[src/hw/rtl/sktab_pkg.sv]
// ----------------------------------------------------------------------------
// sktab_pkg: shared types and codes for the sorted key table
// Command and status codes, the key width and the control word that the
// top level hands to every cell of the key chain.
// ----------------------------------------------------------------------------
package sktab_pkg;

    // Width of one stored key.
    localparam int KEY_W = 32;

    // Command codes; the unused code behaves as a lookup.
    localparam logic [1:0] CMD_LOOKUP = 2'd0;
    localparam logic [1:0] CMD_INSERT = 2'd1;
    localparam logic [1:0] CMD_REMOVE = 2'd2;

    // Status codes returned with every result word.
    localparam logic [1:0] ST_OK     = 2'd0;
    localparam logic [1:0] ST_FULL   = 2'd1;
    localparam logic [1:0] ST_ABSENT = 2'd2;

    // Control word broadcast to the cells.
    typedef struct packed {
        logic capture;  // compare the incoming key against every held key
        logic insert;   // open a gap at the insertion point and write the key
        logic remove;   // close the gap at the matching key
    } sktab_ctrl_t;

endpackage

[src/hw/rtl/sktab_cell.sv]
// ----------------------------------------------------------------------------
// sktab_cell: one slot of the sorted key chain
// Holds one key, compares it against the incoming key and takes a key from
// its left or right neighbor when the chain opens or closes a gap.
// ----------------------------------------------------------------------------
module sktab_cell #(
    parameter int CELL_INDEX = 0,
    parameter int CNT_W      = 9
) (
    input  logic                      clk,
    input  logic                      rst_n,
    input  sktab_pkg::sktab_ctrl_t    ctrl,
    input  logic [CNT_W-1:0]          count,
    input  logic [sktab_pkg::KEY_W-1:0] probe_key,
    input  logic [sktab_pkg::KEY_W-1:0] new_key,
    input  logic [sktab_pkg::KEY_W-1:0] left_key,
    input  logic [sktab_pkg::KEY_W-1:0] right_key,
    input  logic                      left_lt,
    output logic [sktab_pkg::KEY_W-1:0] key_out,
    output logic                      lt_out,
    output logic                      eq_out,
    output logic                      at_pos
);

    logic [sktab_pkg::KEY_W-1:0] key_reg;
    logic [sktab_pkg::KEY_W-1:0] key_next;
    logic                        lt_reg;
    logic                        lt_next;
    logic                        eq_reg;
    logic                        eq_next;
    logic                        occupied;

    // A slot holds a live key only below the fill count.
    assign occupied = (CNT_W'(CELL_INDEX) < count);

    // Compare flags are taken when a word is accepted and held for the update.
    always_comb
    begin
        lt_next = lt_reg;
        eq_next = eq_reg;
        if (ctrl.capture)
        begin
            lt_next = occupied && (key_reg < probe_key);
            eq_next = occupied && (key_reg == probe_key);
        end
    end

    // This slot is the insertion point when its left neighbor is smaller
    // and it is not.
    assign at_pos = left_lt && !lt_reg;

    // Slots at or above the insertion point move right on insert and left
    // on remove; smaller keys stay where they are.
    always_comb
    begin
        key_next = key_reg;
        if (ctrl.insert && !lt_reg)
        begin
            key_next = at_pos ? new_key : left_key;
        end
        else if (ctrl.remove && !lt_reg)
        begin
            key_next = right_key;
        end
    end

    always_ff @(posedge clk or negedge rst_n)
    begin
        if (!rst_n)
        begin
            lt_reg <= 1'b0;
            eq_reg <= 1'b0;
        end
        else
        begin
            lt_reg <= lt_next;
            eq_reg <= eq_next;
        end
    end

    // Key storage is undefined until written.
    always_ff @(posedge clk)
    begin
        key_reg <= key_next;
    end

    assign key_out = key_reg;
    assign lt_out  = lt_reg;
    assign eq_out  = eq_reg;

endmodule

[config.mk]
export PLATFORM = sky130hd
export DESIGN_NAME = sktab_cell
export DESIGN_NICKNAME = d
export VERILOG_FILES = /design/src/hw/rtl/sktab_pkg.sv /design/src/hw/rtl/sktab_cell.sv
export SDC_FILE = /design/constraint.sdc
export NUM_CORES = 1
export LEC_CHECK = 0
export BUFFER_PORTS_ARGS = -buffer_cell sky130_fd_sc_hd__buf_2
export CAP_MARGIN = 25
export CORE_MARGIN = 2
export CORE_UTILIZATION = 45
export DETAILED_ROUTE_END_ITERATION = 8
export PLACE_DENSITY = 0.87
export SLEW_MARGIN = 20
export SYNTH_ARGS = -nofsm -noshare
export SYNTH_HDL_FRONTEND = slang
export SYNTH_SLANG_ARGS = --single-unit
[constraint.sdc]
create_clock -name clk -period 3.3 [get_ports clk]
set_input_delay 0.33 -clock clk [delete_from_list [all_inputs] [get_ports clk]]
set_output_delay 0.33 -clock clk [all_outputs]
set_load 0.02 [all_outputs]
---- Word-level counts from Yosys, hierarchy flattened ----
Cells that the tools add are included.
cells by class
  multiplexer cells ....................... 3
  reduce and logical (&&, ||, !) cells .... 7
  order comparisons ....................... 2
  equal/unequal tests ..................... 1
operator list
  cell                                               count
  two-way mux 32 bit                                 3
  == test 32 bit                                     1
  < comparator 32 bit                                1
  < comparator 1 x 9 -> 1 bit, first input constant  1
  logical AND 1 bit                                  5
  nonzero test 2 bit                                 1
  zero test 1 bit                                    1
storage, ports and cells
  bits of input ports ..................... 143
  output and inout bits ................... 35
  bits in registers ....................... 34
  logic and storage cells ................. 16

---- Longest topological paths before layout ----
  depth in word-level cells ............... 4
  gate-level depth with buffers ........... 7
  mapped depth without buffers ............ 7

---- Worst setup path before layout ----
Ideal clock, no wire load.
  path type ............................... reg-to-reg
  from .................................... reg lt_reg (netlist: lt_out)
  to ...................................... reg key_reg (netlist bit key_out[0]) (enable)
  setup time .............................. 0.422 ns
  stages on the path, launching flop included .. 2
  slack ................................... 1.002 ns
  period minus slack after synthesis ...... 2.298 ns
  arrival ................................. 1.876 ns
  cells stage by stage .................... dfrtp_1 nor2_1
between the ends
  word-level cells in the longest chain between the ends .. 3
  elaborated cells on any way between the ends .. 4
ends and longest elaborated chain
  what                                     RTL line                            source
  from (decl)                              sktab_cell.sv:27                    logic lt_reg;
  from (signal assigned)                   sktab_cell.sv:76                    lt_reg <= lt_next;
  zero test 1 bit (*)                      sktab_cell.sv:57, sktab_cell.sv:61
  logical AND 1 bit (on tied branches)     sktab_cell.sv:57, sktab_cell.sv:61
  nonzero test 2 bit (no source line) (*)  -
  to (signal assigned)                     sktab_cell.sv:84                    key_reg <= key_next;
  to (decl)                                sktab_cell.sv:25                    logic [sktab_pkg::KEY_W-1:0] key_reg;
Every way passes the cells marked *; elsewhere a longest branch is shown, timed or not.
A chain may end at the register's enable or synchronous reset.

---- Worst setup path after layout ----
  from .................................... reg key_reg (netlist bit key_out[14])
  to ...................................... reg lt_reg (netlist: lt_out)
between the ends
  word-level cells in the longest chain between the ends .. 2
ends and longest elaborated chain
  what                 RTL line          source
  < comparator 32 bit  sktab_cell.sv:43  lt_next = occupied && (key_reg < probe_key);
  logical AND 1 bit    sktab_cell.sv:43
No other way between the ends.

==> summary.md <==
| Metric | Value |
|---|---|
| Outcome | finished clean |
| Tightest Pin Transition | 0.966 ns |
| Adder-Cell Fraction of Synth Area | 0.158 |
| DRT Pass-1 Iters | 3 |
| Post-synth top area share | 0.380 |
| Clock sinks | 34 |
| Seq/Total Area, Yosys | 0.399 |
| Worst-path clk slew | 0.07 ns |
| Hold WC Path Type | in2reg |
| Clock Latency Late Sink | 0.27 ns |
| Share of cells above drive strength 1 | 0.434 |
| CTS tree | yes |
| Final instance area | 3590 um^2 |
| Final setup violation count | 0 |
| Ys Warns | 0 |
| F_max | 0.512 GHz |
| GRT Overall Usage | 0.222 |
| Cell Pwr Density | 395 nW/um^2 |
| Area Overhead vs Synth | 42.0% |
| Maxcap violations | 0 |
| CP Cell Sequence | ha_1 > nand4_1 > nor4_1 > a21boi_0 > o311a_1 > o22ai_1 |
| Hold Path Cell Cnt | 2 |
| Core area | 5470 um^2 |
| Headroom to the max-slew limit | 0.356 |
| R2r worst-path depth | 6 |
| Residual DRC count | 0 |
| CTS max path bufs | 2 |
| Slew Viols, Final | 0 |
| Vias | 2,571 |
| Critical Path RT | 3.46 ns |
| Setup TNS | 0 ns |
| First-pass GRT wire length | 10,800 um |
| Post-Syn Instances | 265 |
| Unique cell type count in the Yosys netlist | 30 |
| Max stage delay on crit path | 0.43 ns |
| Startpoint Class | register |
| RSZ-0062 raised after global routing | false |
| Iter 0 DRT Violations | 92 |
| Inserted Diodes | 0 |
| Crit path time final | 1.95 ns |
| Post-Synth XOR/XNOR Area | 0 |
| Crit end category | register |
| Ports | 178 |
| Die Span X | 79 um |
| VDD IR max | 0.257 mV |
| Final HPWL DP | 5820 um |
| CP delay by family, top | simple AND/OR/NAND/NOR gates |
| Htree depth | 2 |
| Antenna viol nets, final | 0 |
| Yosys top cell by area | edfxtp_1 |
| Post-Syn Area | 2530 um^2 |
| Largest family of logic cells by synthesized area | adder cells |
| Clk_skew | 0.00365 ns |
| Tot Pwr | 1.42 mW |
| Setup Fix Bufs, Post-CTS | 0 |
| Synth Area in Simple Gates | 0.110 |
| Vias in the first global route | 2,523 |
| Placed cell areas | 3480 um^2 |
| R2R setup slack | 1.35 ns |
| Initial Util | 0.463 |
| Cell row count | 27 |
| Kind of critical path | reg2reg |
| # port buffers | 177 |
| DRT Wirelength | 7030 um |
| Final Wtd Congestion | 0.884 |
| Critical path's slowest cell | nor4_1 |
| Buf/Inv on CP | 0 |
| Die H | 79 um |
| Critical path depth in cells | 6 |
| P_leak | 1.97 nW |
| Critical path peak fanout | 3 |
| Final nets | 616 |
| Cts bufs inserted | 5 |
| Syn Area/Cell | 9.55 um^2 |
| Fin. Hold Viols | 0 |
| Clock tree root driver cell | clkbuf_8 |
| Largest net degree at the start of global routing | 65 |
| Mux share of post-synthesis cell area | 0.127 |
| Initial antenna violation count | 0 |
| Syn Nets | 440 |
| CP arrival | 2.12 ns |
| Ratio of final minimum period to clock period | 0.592 |
| Routed length per placed instance | 13.7 um |
| Dominant cells by area after synthesis | edfxtp_1, ha_1, mux2i_1 |
| Flops & latches, synth | 34 |
| Die area | 6240 um^2 |
| Synth Area in Compound Gates | 0.139 |
| Vias per Instance | 5.00 |
| Global route overflow | 0 |
## metrics by stage
stage	utilization	hold WS [ns]	cells	setup WS (ns)
4_1_cts	0.652	0.278	513	1.36
6_report	0.657	0.295	514	1.35
2_1_floorplan	-	0.0344	265	1.00
5_1_grt	0.657	0.294	514	1.15
3_5_place_dp	0.635	0.122	504	1.33
3_3_place_gp	0.635	0.124	504	1.45
## area by class of cell
type | count | area (um^2)
Fill cell | 486 | 1880
Multi-Input combinational cell | 187 | 1360
Sequential cell | 34 | 1010
Timing Repair Buffer | 179 | 923
Inverter | 34 | 128
Tap cell | 72 | 90.1
Clock buffer | 6 | 72.6
Clock inverter | 2 | 8.76
## repair_timing
item | CTS | global route
gates resized for setup | 0 | 0
hold endpoints to repair | 2 | 0
hold buffers | 1 | 0
## synthesized netlist by cell type
library cell  number
dfrtp_1            2
edfxtp_1          32
inv_1             33
clkbuf_1           7
nor2_1             6
or4_4              1
a21oi_1           11
nand4_1            5
o21bai_1           1
nor2b_1            2
nand2_1           43
a221o_1            1
o41ai_2            1
o22ai_1            2
mux2i_1           32
inv_2              1
buf_2              3
a21boi_0           1
nor3_1             1
nor4_1             2
o21a_1             1
o21ai_0           35
a211oi_2           1
nand3_1            3
a21o_1             2
or3_2              1
o211ai_2           1
o211a_1            1
o311a_1            1
ha_1              32
## final timing paths
| kind | start | end |
|---|---|---|
| hold / removal | ctrl[2] | lt_out$_DFFE_PN0P_ |
| setup / recovery | key_out[14]$_DFFE_PP_ | lt_out$_DFFE_PN0P_ |
| hold reg to reg | eq_out$_DFFE_PN0P_ | eq_out$_DFFE_PN0P_ |
| max in group asynchronous | rst_n | eq_out$_DFFE_PN0P_ |
| setup reg to reg | key_out[14]$_DFFE_PP_ | lt_out$_DFFE_PN0P_ |
| min in group asynchronous | rst_n | lt_out$_DFFE_PN0P_ |
## cells by family after synthesis
group,count (synthesis)
fa+ha+maj,32
compound gates,59
simple gates,64
mux,32
flops,34
buf+inv,44
## per-layer routing
layer	wire (um)	vias up	track usage
met4	139	0	0.0897
met2	3680	82	0.414
met1	2850	1178	0.244
met5	0	-	0
li1	-	1299	-
met3	362	12	0.0443
## layout by cell type, fill, tap and decap left out, types with 11 or more instances in the layout
cell / synthesis / routed
buf_2: 3 / 177
nand2_1: 43 / 42
o21ai_0: 35 / 35
inv_1: 33 / 33
mux2i_1: 32 / 32
ha_1: 32 / 32
edfxtp_1: 32 / 32
a21oi_1: 11 / 11
## state kept, by name (all words and copies together) (netlist names)
signal / flops
lt_out: 1
key_out: 32
eq_out: 1
## power breakdown
part           switching [mW]  internal, mW  leakage [nW]
clock                   0.144         0.145        0.0426
sequential             0.0383         0.565         0.336
combinational           0.306         0.222          1.60
Power figures use the tool's default switching activity.
