[src/hw/rtl/sktab_locate.sv]
// ----------------------------------------------------------------------------
// sktab_locate: turns the chain's compare flags into a position
// Encodes the one-hot insertion point into an index and reduces the
// per-slot match flags into a single hit.
// ----------------------------------------------------------------------------
module sktab_locate #(
    parameter int DEPTH = 256,
    parameter int CNT_W = 9
) (
    input  logic [DEPTH-1:0] at_pos_vec,
    input  logic [DEPTH-1:0] eq_vec,
    input  logic             all_lt,
    output logic [CNT_W-1:0] pos,
    output logic             hit
);

    logic [CNT_W-1:0] pos_or;

    // At most one slot flags the insertion point, so an OR of the flagged
    // indices is its index.
    always_comb
    begin
        pos_or = '0;
        for (int i = 0; i < DEPTH; i++)
        begin
            pos_or = pos_or | ({CNT_W{at_pos_vec[i]}} & CNT_W'(i));
        end
    end

    // When every slot is smaller the key belongs past the last slot.
    assign pos = all_lt ? CNT_W'(DEPTH) : pos_or;

    // Only the slot at the insertion point can match a unique key.
    assign hit = |eq_vec;

endmodule

[config.mk]
export PLATFORM = sky130hd
export DESIGN_NAME = sktab_locate
export DESIGN_NICKNAME = d
export VERILOG_FILES = /design/src/hw/rtl/sktab_locate.sv
export SDC_FILE = /design/constraint.sdc
export NUM_CORES = 1
export LEC_CHECK = 0
export ABC_CLOCK_PERIOD_IN_PS = 1400
export BUFFER_PORTS_ARGS = -buffer_cell sky130_fd_sc_hd__buf_2
export CORE_AREA = 2 2 202 204
export DETAILED_ROUTE_END_ITERATION = 8
export DIE_AREA = 0 0 204 206
export SYNTH_ARGS = -nofsm -noshare
export SYNTH_HDL_FRONTEND = slang
export SYNTH_SLANG_ARGS = --single-unit
export TNS_END_PERCENT = 10
[constraint.sdc]
create_clock -name vclk -period 1.4
set_input_delay 0.14 -clock vclk [all_inputs]
set_output_delay 0.14 -clock vclk [all_outputs]
set_load 0.005 [all_outputs]
* Word-level counts from Yosys, hierarchy flattened
Index checks and enable logic that the tools add are counted.
** Cells by class
- Bitwise logic cells :: 254
- Muxes and demuxes :: 1
- Reductions and logical operators :: 1
** Operators with widths (number)
- OR 9 x 8 -> 9 bit :: 128
- OR 7 bit :: 63
- OR reduction 256 bit :: 1
- OR 6 bit :: 31
- OR 5 bit :: 15
- OR 4 bit :: 7
- 2-to-1 mux 9 bit :: 1
- OR 3 bit :: 3
- OR 6 x 7 -> 7 bit :: 1
- OR 5 x 6 -> 6 bit :: 1
- OR 4 x 5 -> 5 bit :: 1
- OR 3 x 4 -> 4 bit :: 1
- OR 2 x 3 -> 3 bit :: 1
- OR 1 x 2 -> 2 bit :: 1
- OR 2 bit :: 1
** Storage, ports and cells
- Output and inout port bits :: 10
- Input bits :: 513
- Register bits :: 0
- Logic and storage cells :: 256

* Logic depth before layout (Yosys ltp)
Gate-level depths: netlist of run 1.
- Depth in word-level cells :: 255
- Gate-level depth with buffers :: 4
- Mapped depth without buffers :: 4

* Worst setup path before layout of run 1
OpenSTA, ideal clock, no wires.
- Path kind :: input-to-output
- From :: in at_pos_vec[213]
- To :: out pos[4]
- Arrival time :: 1074 ps
- Data required time :: 1260 ps
- Slack :: 186 ps
- Cell stages on the path :: 3
- Path buffers :: 0
- Path through :: or4_4 nor4_2 a41oi_1
** On the way
- Longest elaborated chain between the ends :: 44
** RTL lines
- from (decl) :: line 10 : input logic [DEPTH-1:0] at_pos_vec,
- OR 9 x 8 -> 9 bit (43 in a row) :: line 26 : pos_or = pos_or | ({CNT_W{at_pos_vec[i]}} & CNT_W'(i));
- 2-to-1 mux 9 bit :: line 31 : assign pos = all_lt ? CNT_W'(DEPTH) : pos_or;
- to (decl) :: line 13 : output logic [CNT_W-1:0] pos,
Every way passes these cells.

* Worst setup path after layout of run 1
- From :: in at_pos_vec[157]
- To :: out pos[2]
** On the way
- Longest elaborated chain between the ends :: 100
** RTL lines (line)
- OR 9 x 8 -> 9 bit (99 in a row) :: 26
- 2-to-1 mux 9 bit :: 31
Every way passes these cells.

==> results of run 1 <==
## per-layer routing
| metal | track usage (%) | part of all wire, % | vias to the layer above |
|---|---|---|---|
| met2 | 18.4 | 43 | 398 |
| met1 | 18.4 | 44 | 2934 |
| li1 | - | - | 2813 |
| met3 | 3.69 | 11 | 44 |
| met5 | 2.38 | 0.27 | - |
| met4 | 2.17 | 1.7 | 6 |
## final timing paths
check | from | end | slack, ps
max | at_pos_vec[157] | pos[2] | -380
min | all_lt | pos[8] | 630
## cells in the final DEF (no fill, tap or decap), types with 2 or more instances in the layout
cell	count
buf_2	517
buf_4	163
nor4_1	117
nand4_1	45
nor4_2	33
nor4_4	31
nor2_1	21
nor3_1	15
nand3_1	12
diode_2	11
nand2_1	11
buf_6	5
a41oi_1	4
nor3_2	2
a31oi_1	2
a41oi_2	2
or4_4	2
## power by group through the flow
stage	clock (mW)	combinational (mW)	sequential, mW
floorplan	0	0.136	0
global placement	0	1.37	0
detailed placement	0	1.37	0
CTS	0	1.49	0
global route	0.000000576	1.65	0
finish	0.00000106	1.56	0
## final cells by class
cell class | instances | share of cell area, %
tap | 532 | 9.39
timing repair buffer | 686 | 54.9
antenna | 11 | 0.388
multi-input combinational | 302 | 35.4
## cells by family (layout without fill, tap and decap cells)
logic type / Yosys count / count (layout)
other cells: 0 / 11
compound gates: 8 / 8
buf+inv: 2 / 686
simple gates: 294 / 294
## critical path, cell delays in order
cell and delay, ps:
buf_2 110, nor4_4 340, buf_4 190, nand4_1 80, buf_4 160, nor4_1 270, a41oi_1 170, buf_2 160
## through the flow
step | hold WS [ps] | power, mW | instances | TNS [ps] | cell area [µm²]
floorplan | 361 | 0.136 | 304 | 0 | 1900
global placement | 609 | 1.37 | 1520 | -5110 | 6400
detailed placement | 606 | 1.37 | 1520 | -5110 | 6400
CTS | 611 | 1.49 | 1520 | -2790 | 6840
global route | 625 | 1.65 | 1526 | -3350 | 7070
finish | 627 | 1.56 | 1531 | -2880 | 7090
## repair_timing
item | in CTS | in global routing
gates resized for setup | 60 | 34
gates cloned | 0 | 0
setup endpoints to repair | 9 | 9
setup buffers | 1 | 0
pin swaps | 12 | 13
==> metrics, run 1 <==
run status complete, but fails checks; violations in the final reports negative setup slack; switching share of power 47.0%; first-pass detailed-route iteration total 5; GR Overflow Total 0; Starting Density 4.72%; RSZ-0062 raised after global routing true; Max Fclk 562 MHz; filler cell count 4663; Worst Path Max Fanout 2; overall routed net length 29400 µm; Util after Layout 17.6%; cell taking the most area after synthesis nor4_1; Max-Cap Viols 0; GRT Overall Usage 12.7%; dominant cell by count in the synthesized netlist nor4_1; CP Capture Type primary output; Max transition margin 69.2%; area of the multi-input gates 2500 µm²; relative contribution of combinational cells to total power 100.0%; FF+latch count 0; sequential share of power 0%; Avg Inst Size Synth 6.24 µm²; endpoint required time on the critical path 1260 ps; clock buffer count in the final layout 0; clock share of power 0%; via count of the first global-routing pass 6053; placed wire-length estimate after detailed placement 27000 µm; Final Hold Vio Count 0; Syn. warnings 0; Final setup violation count 9; vertical extent of the die 206 µm; post-synthesis instance total 304; dominant combinational cell family by area after synthesis simple AND/OR/NAND/NOR gates; xor and xnor area share after synthesis 0%; post-layout minimum cycle time 1780 ps; Pwr per Cell Area 221 nW/µm²; number of standard-cell rows in the floorplan 74; Initial DRC Count 638; area enclosed by the die boundary 42000 µm²; register area 0 µm²; top cell type's share of synthesized area 56.1%; Post-Synth Adder-Cell Area 0%; number of nets still failing antenna checks after routing 0; critical path type in -> out; cell types with the largest area share after synthesis nor4_1 (56%), nand4_1 (15%), nor4_2 (7.3%); final clock period utilization by the worst path 127%; detailed-route via count 6195; type of element launching the critical path primary input; layout cells sized above 1 76.7%; classification of the worst-slack hold path in -> out; share of synthesized area occupied by flip-flops and latches 0%; placement-stage worst setup slack -809 ps; multiplexer share of the synthesized area 0%; Lkg Pwr 3.18 nW; placer congestion estimate 0.959; design internal power 829 µW; net switching power of the design 734 µW; count of nets after finishing 1503; Simple-Gate Fraction of Synth Area 95.6%; area of the mapped netlist 1900 µm²; final routed wire length divided by cell count 19.2 µm; width of the die 204 µm; antenna violations before repair 11; Hold-fix buffers, CTS 0; Cell variety after synth 17; Final Max Tran Viols 0; largest net degree at the start of global routing 10; Worst-Margin Slew 458 ps; first-pass GRT wire length 38900 µm; cell types with the highest counts after synthesis nor4_1 (170), nand4_1 (45), nor2_1 (22); Core Area 40200 µm²; Hold Path Stages 2; Worst Setup Slack, final -379 ps; number of vias per cell 4.05; synthesis-to-layout area growth 274%; Boundary Pins 523; compound-cell area share of the yosys netlist 3.43%; Worst IR Drop VDD 0.000101 V; residual DRC count 0; count of buffers inserted at the top-level ports 522; crit path DAT 1640 ps; total nets after synthesis 817
(Power assumes the default switching activity.)
==> run 2: changes to the inputs <==
Settings changed: ABC_AREA set to 1, CAP_MARGIN set to 20, CORE_AREA 2 2 202 204 to 2 2 203 205, DIE_AREA 0 0 204 206 to 0 0 205 207.
==> run 2 against run 1 <==
Compared with the run above: the run still ends with negative setup slack left; sequential cell count stayed put; worst hold slack better by 7.5 ps; cell area is 9.8% higher; critical path depth increased by 4; clock-buffer cell count unchanged; utilization is 1.6 points higher; fmax is 26% higher; total power grew 2.7%; sequential share of layout area unchanged; via count increased by 8.6%; first-iteration DRC count decreased by 49%; non-clock buffer count shrank 111.
==> metrics, run 2 <==
Pwr per Cell Area 206 nW/µm²; post-synthesis instance total 810; area of the mapped netlist 3130 µm²; dominant cell by count in the synthesized netlist nor2_1; Initial DRC Count 327; number of nets still failing antenna checks after routing 0; cell types with the highest counts after synthesis nor2_1 (490), nand2_1 (279), nor2_2 (17); number of standard-cell rows in the floorplan 74; commonest non-fill, non-tap cells in the layout buf_2 (503), nor2_1 (359), nand2_1 (234); GRT Overall Usage 12.2%; Worst Setup Slack, final -10.3 ps; synthesis-to-layout area growth 148%; area of the multi-input gates 3890 µm²; Cell variety after synth 9; Max-Cap Viols 0; detailed-route via count 6727; placer congestion estimate 0.952; DP Cell Count 1919; violations in the final reports negative setup slack; Util after Layout 19.3%; Max transition margin 83.1%; post-layout minimum cycle time 1410 ps; Boundary Pins 523; share of synthesized area occupied by flip-flops and latches 0%; Critical Path, Cell by Cell buf_6 > nor2_4 > buf_6 > nand2_4 > buf_6 > nor2_1 > nand2_1 > nor2_1 > nand2_1 > nor2_2 > nor2_1 > buf_2; Worst-Margin Slew 253 ps; Final setup violation count 3; Placed Area 6830 µm²; CP Capture Type primary output; count of buffers inserted at the top-level ports 522; vertical extent of the die 207 µm; cell taking the most area after synthesis nor2_1; filler cell count 4816; width of the die 205 µm; classification of the worst-slack hold path in -> out; Max Fclk 709 MHz; Core Area 40400 µm²; via count of the first global-routing pass 6750; FF+latch count 0; first-pass GRT wire length 38800 µm; run status complete, but fails checks; overall routed net length 27200 µm; final clock period utilization by the worst path 101%; critical path's largest stage delay 140 ps; Final Hold Vio Count 0; count of nets after finishing 1898; type of element launching the critical path primary input; count of placed standard cells in the final layout, fillers left out 1917; clock buffer count in the final layout 0; buffer and inverter count on the worst path 4; Lkg Pwr 3.50 nW; layout cells sized above 1 56.7%; top cell type's share of synthesized area 58.7%; Worst IR Drop VDD 0.000118 V; Worst Path Max Fanout 2; total nets after synthesis 1323; area of all placed cells without fillers 7780 µm²; critical path type in -> out; area enclosed by the die boundary 42400 µm²; crit path DAT 1270 ps; placed wire-length estimate after detailed placement 25500 µm; antenna violations before repair 4; Final Max Tran Viols 0; Total Neg Setup Slack -17.4 ps; Slowest-stage cell, CP buf_2; GR Overflow Total 0; largest net degree at the start of global routing 10; final routed wire length divided by cell count 14.2 µm; number of vias per cell 3.51; Starting Density 7.76%; leading cell type in the layout, fill and taps excluded buf_2; residual DRC count 0; Syn. warnings 0; cell types with the largest area share after synthesis nor2_1 (59%), nand2_1 (33%), nor2_2 (3.4%); endpoint required time on the critical path 1260 ps; register area 0 µm²; first-pass detailed-route iteration total 5; RSZ-0062 raised after global routing true; Avg Inst Size Synth 3.87 µm²; cell type group with the largest total delay on the critical path simple AND/OR/NAND/NOR gates
run 2: cell types whose count changed after synthesis, sizes merged, moves of 6 or more:
| cell | change |
|---|---|
| a41oi | -6 |
| inv | +6 |
| nand2 | +275 |
| nand3 | -6 |
| nand4 | -45 |
| nor2 | +488 |
| nor3 | -17 |
| nor4 | -181 |
run 2: layout make-up:
type	count	area share, %
repair buffers	575	41.1
diodes	2	0.0643
well taps	532	8.56
multi-input cells	802	50.0
inverters	6	0.322
run 2: power breakdown:
group | leakage (nW) | internal [mW] | switching (mW) | total [mW]
sequential | 0 | 0 | 0 | 0
combinational | 3.50 | 0.847 | 0.759 | 1.61
clock | 0.0000127 | 0.000000192 | 0 | 0.000000192
run 2: kinds of logic after synthesis:
logic type,after synthesis,synth area share [%]
buffers and inverters,8,1.08
AND/OR/NAND/NOR,802,98.9
run 2: through the flow:
step | hold WS (ps) | setup slack, ps | total power, mW
global placement | 618 | -293 | 1.38
floorplan | 361 | 454 | 0.338
global route | 651 | -103 | 1.78
finish | 635 | -10.3 | 1.61
detailed placement | 611 | -322 | 1.39
CTS | 623 | -32.2 | 1.54
run 2: path summary, 6_finish.rpt:
| path | to | from | slack (ps) | cells past startpoint |
|---|---|---|---|---|
| max | pos[4] | at_pos_vec[59] | -10 | 12 |
| min | pos[8] | all_lt | 630 | 2 |
run 2: metal layers:
layer	routed length, µm	track usage, %	vias to the layer above
li1	-	-	3581
met1	14000	18.9	2900
met5	0	0	-
met2	11500	18.7	238
met3	1610	1.04	8
met4	140	0.769	0
run 2: timing repair:
item                                    in CTS  in global routing
endpoints found under the setup margin       9                  9
hold buffers                                 0                  0
gates resized for setup                    175                123
setup buffers                                3                  0
pin swaps                                   68                 69
==> run 3: changes to the inputs <==
Settings changed: ABC_CLOCK_PERIOD_IN_PS 1400 to 1500, PLACE_DENSITY set to 0.3.
Clock period 1.4 ns to 1.5 ns, I/O delays scaled along.
==> run 3 against run 2 <==
Compared with the run above: largest power group unchanged; utilization increased by 0.16 points; the run now ends clean; highest routed layer unchanged; setup slack improved by 78 ps; worst hold slack got worse by 15 ps; clock-buffer cell count unchanged; final cell count increased by 0.10%; sequential share of layout area unchanged; largest cell class unchanged.
==> metrics, run 3 (synthesized netlist as in run 2, its figures left out) <==
final routed wire length divided by cell count 16.4 µm; clock buffer count in the final layout 0; Worst-Margin Slew 215 ps; Core Area 40400 µm²; largest net degree at the start of global routing 10; FF+latch count 0; vertical extent of the die 207 µm; classification of the worst-slack hold path in -> out; register area 0 µm²; RSZ-0062 raised after global routing true; endpoint required time on the critical path 1350 ps; Pwr per Cell Area 192 nW/µm²; detailed-route via count 6812; Boundary Pins 523; overall routed net length 31500 µm; Worst Setup Slack, final 68.1 ps; Lkg Pwr 3.52 nW; critical path type in -> out; number of standard-cell rows in the floorplan 74; GRT Overall Usage 14.0%; width of the die 205 µm; GR Layer Usage met1 19.8%; crit path DAT 1280 ps; final clock period utilization by the worst path 95.5%; antenna violations before repair 8; filler cell count 4893; leading cell type in the layout, fill and taps excluded buf_2; CP Capture Type primary output; worst hold path startpoint all_lt; residual DRC count 0; type of element launching the critical path primary input; number of vias per cell 3.55; Final setup violation count 0; Initial DRC Count 274; count of nets after finishing 1892; Starting Density 7.76%; global route hottest layer met2; via count of the first global-routing pass 7230; Max Fclk 698 MHz; post-layout minimum cycle time 1430 ps; Final Max Tran Viols 0; first-pass detailed-route iteration total 4; Hold Path End pos[8]; layout cells sized above 1 58.2%; placement-stage worst setup slack -345 ps; Hold-fix buffers, CTS 0; commonest non-fill, non-tap cells in the layout buf_2 (505), nor2_1 (341), nand2_1 (228); Max transition margin 85.6%; GR Overflow Total 0; Final Hold Vio Count 0; area enclosed by the die boundary 42400 µm²; GR Layer Usage met2 23.5%; total power 1.51 mW; placed wire-length estimate after detailed placement 30000 µm; synthesis-to-layout area growth 150%; Worst IR Drop VDD 0.0000722 V; met3 GRT Util 1.57%; Max-Cap Viols 0; first-pass GRT wire length 44000 µm; placer congestion estimate 0.909; run status finished clean; count of buffers inserted at the top-level ports 522; Hold Path Stages 2; Hold Slack 620 ps; Worst Path Max Fanout 2; number of nets still failing antenna checks after routing 0
-- run 3: cell count changes in the layout (fill, tap and decap cells not counted), moves of 2 or more --
cell     delta
buf_2       +2
buf_6       -6
buf_8       -2
diode_2     +8
inv_2       +2
nand2_1     -6
nand2_2     +2
nand2_4     +4
nand3_1     +2
nand3_2     -2
nor2_1     -18
nor2_2      +5
nor2_4     +13
-- run 3: timing repair --
item | CTS | global route
buffers inserted | 0 | 2
setup endpoints to repair | 8 | 9
cloned | 0 | 0
gates resized for setup | 63 | 265
pin swaps | 14 | 99
-- run 3: worst max path at each step --
stage / end / start / slack [ps]
final: pos[1] / at_pos_vec[158] / 70
after global routing: pos[1] / at_pos_vec[158] / -50
after CTS: pos[5] / at_pos_vec[114] / -10
after floorplan: pos[6] / at_pos_vec[252] / 530
after global placement: pos[1] / at_pos_vec[83] / -370
after detailed placement: pos[1] / at_pos_vec[83] / -350
-- run 3: layout make-up --
class	count	area, µm²	area share [%]
antenna	10	25.0	0.319
multi-input combinational	802	4020	51.3
tap	532	666	8.49
timing repair buffer	569	3110	39.6
inverter	6	22.5	0.287
-- run 3: through the flow --
| stage | instances | util (%) | TNS [ps] | instance area (µm²) |
|---|---|---|---|---|
| 2_1_floorplan | 810 | - | 0 | 3130 |
| 5_1_grt | 1917 | 19.4 | -135 | 7840 |
| 4_1_cts | 1911 | 17.2 | -33.7 | 6960 |
| 6_report | 1919 | 19.4 | 0 | 7840 |
| 3_3_place_gp | 1912 | 16.8 | -1580 | 6780 |
| 3_5_place_dp | 1912 | 16.8 | -1540 | 6780 |
-- run 3: layer usage --
| layer | wire [µm] | share of wire, % |
|---|---|---|
| met3 | 1560 | 4.9 |
| met2 | 14700 | 47 |
| met5 | 0 | 0 |
| met1 | 14900 | 47 |
| met4 | 326 | 1.0 |
-- run 3: power by group --
| group | switching, mW | internal, mW | total [mW] |
|---|---|---|---|
| sequential | 0 | 0 | 0 |
| clock | 0 | 0.000000893 | 0.000000893 |
| combinational | 0.734 | 0.774 | 1.51 |
| total | 0.734 | 0.774 | 1.51 |
-- run 3: worst max-delay path, stage by stage --
cell     delay [ps]
buf_2           110
buf_4           120
nor2_1          100
nand2_1          70
nor2_1          120
nand2_1         110
nor2_2          130
nand2_1          80
nor2_2          130
nor2_1           50
buf_2           130
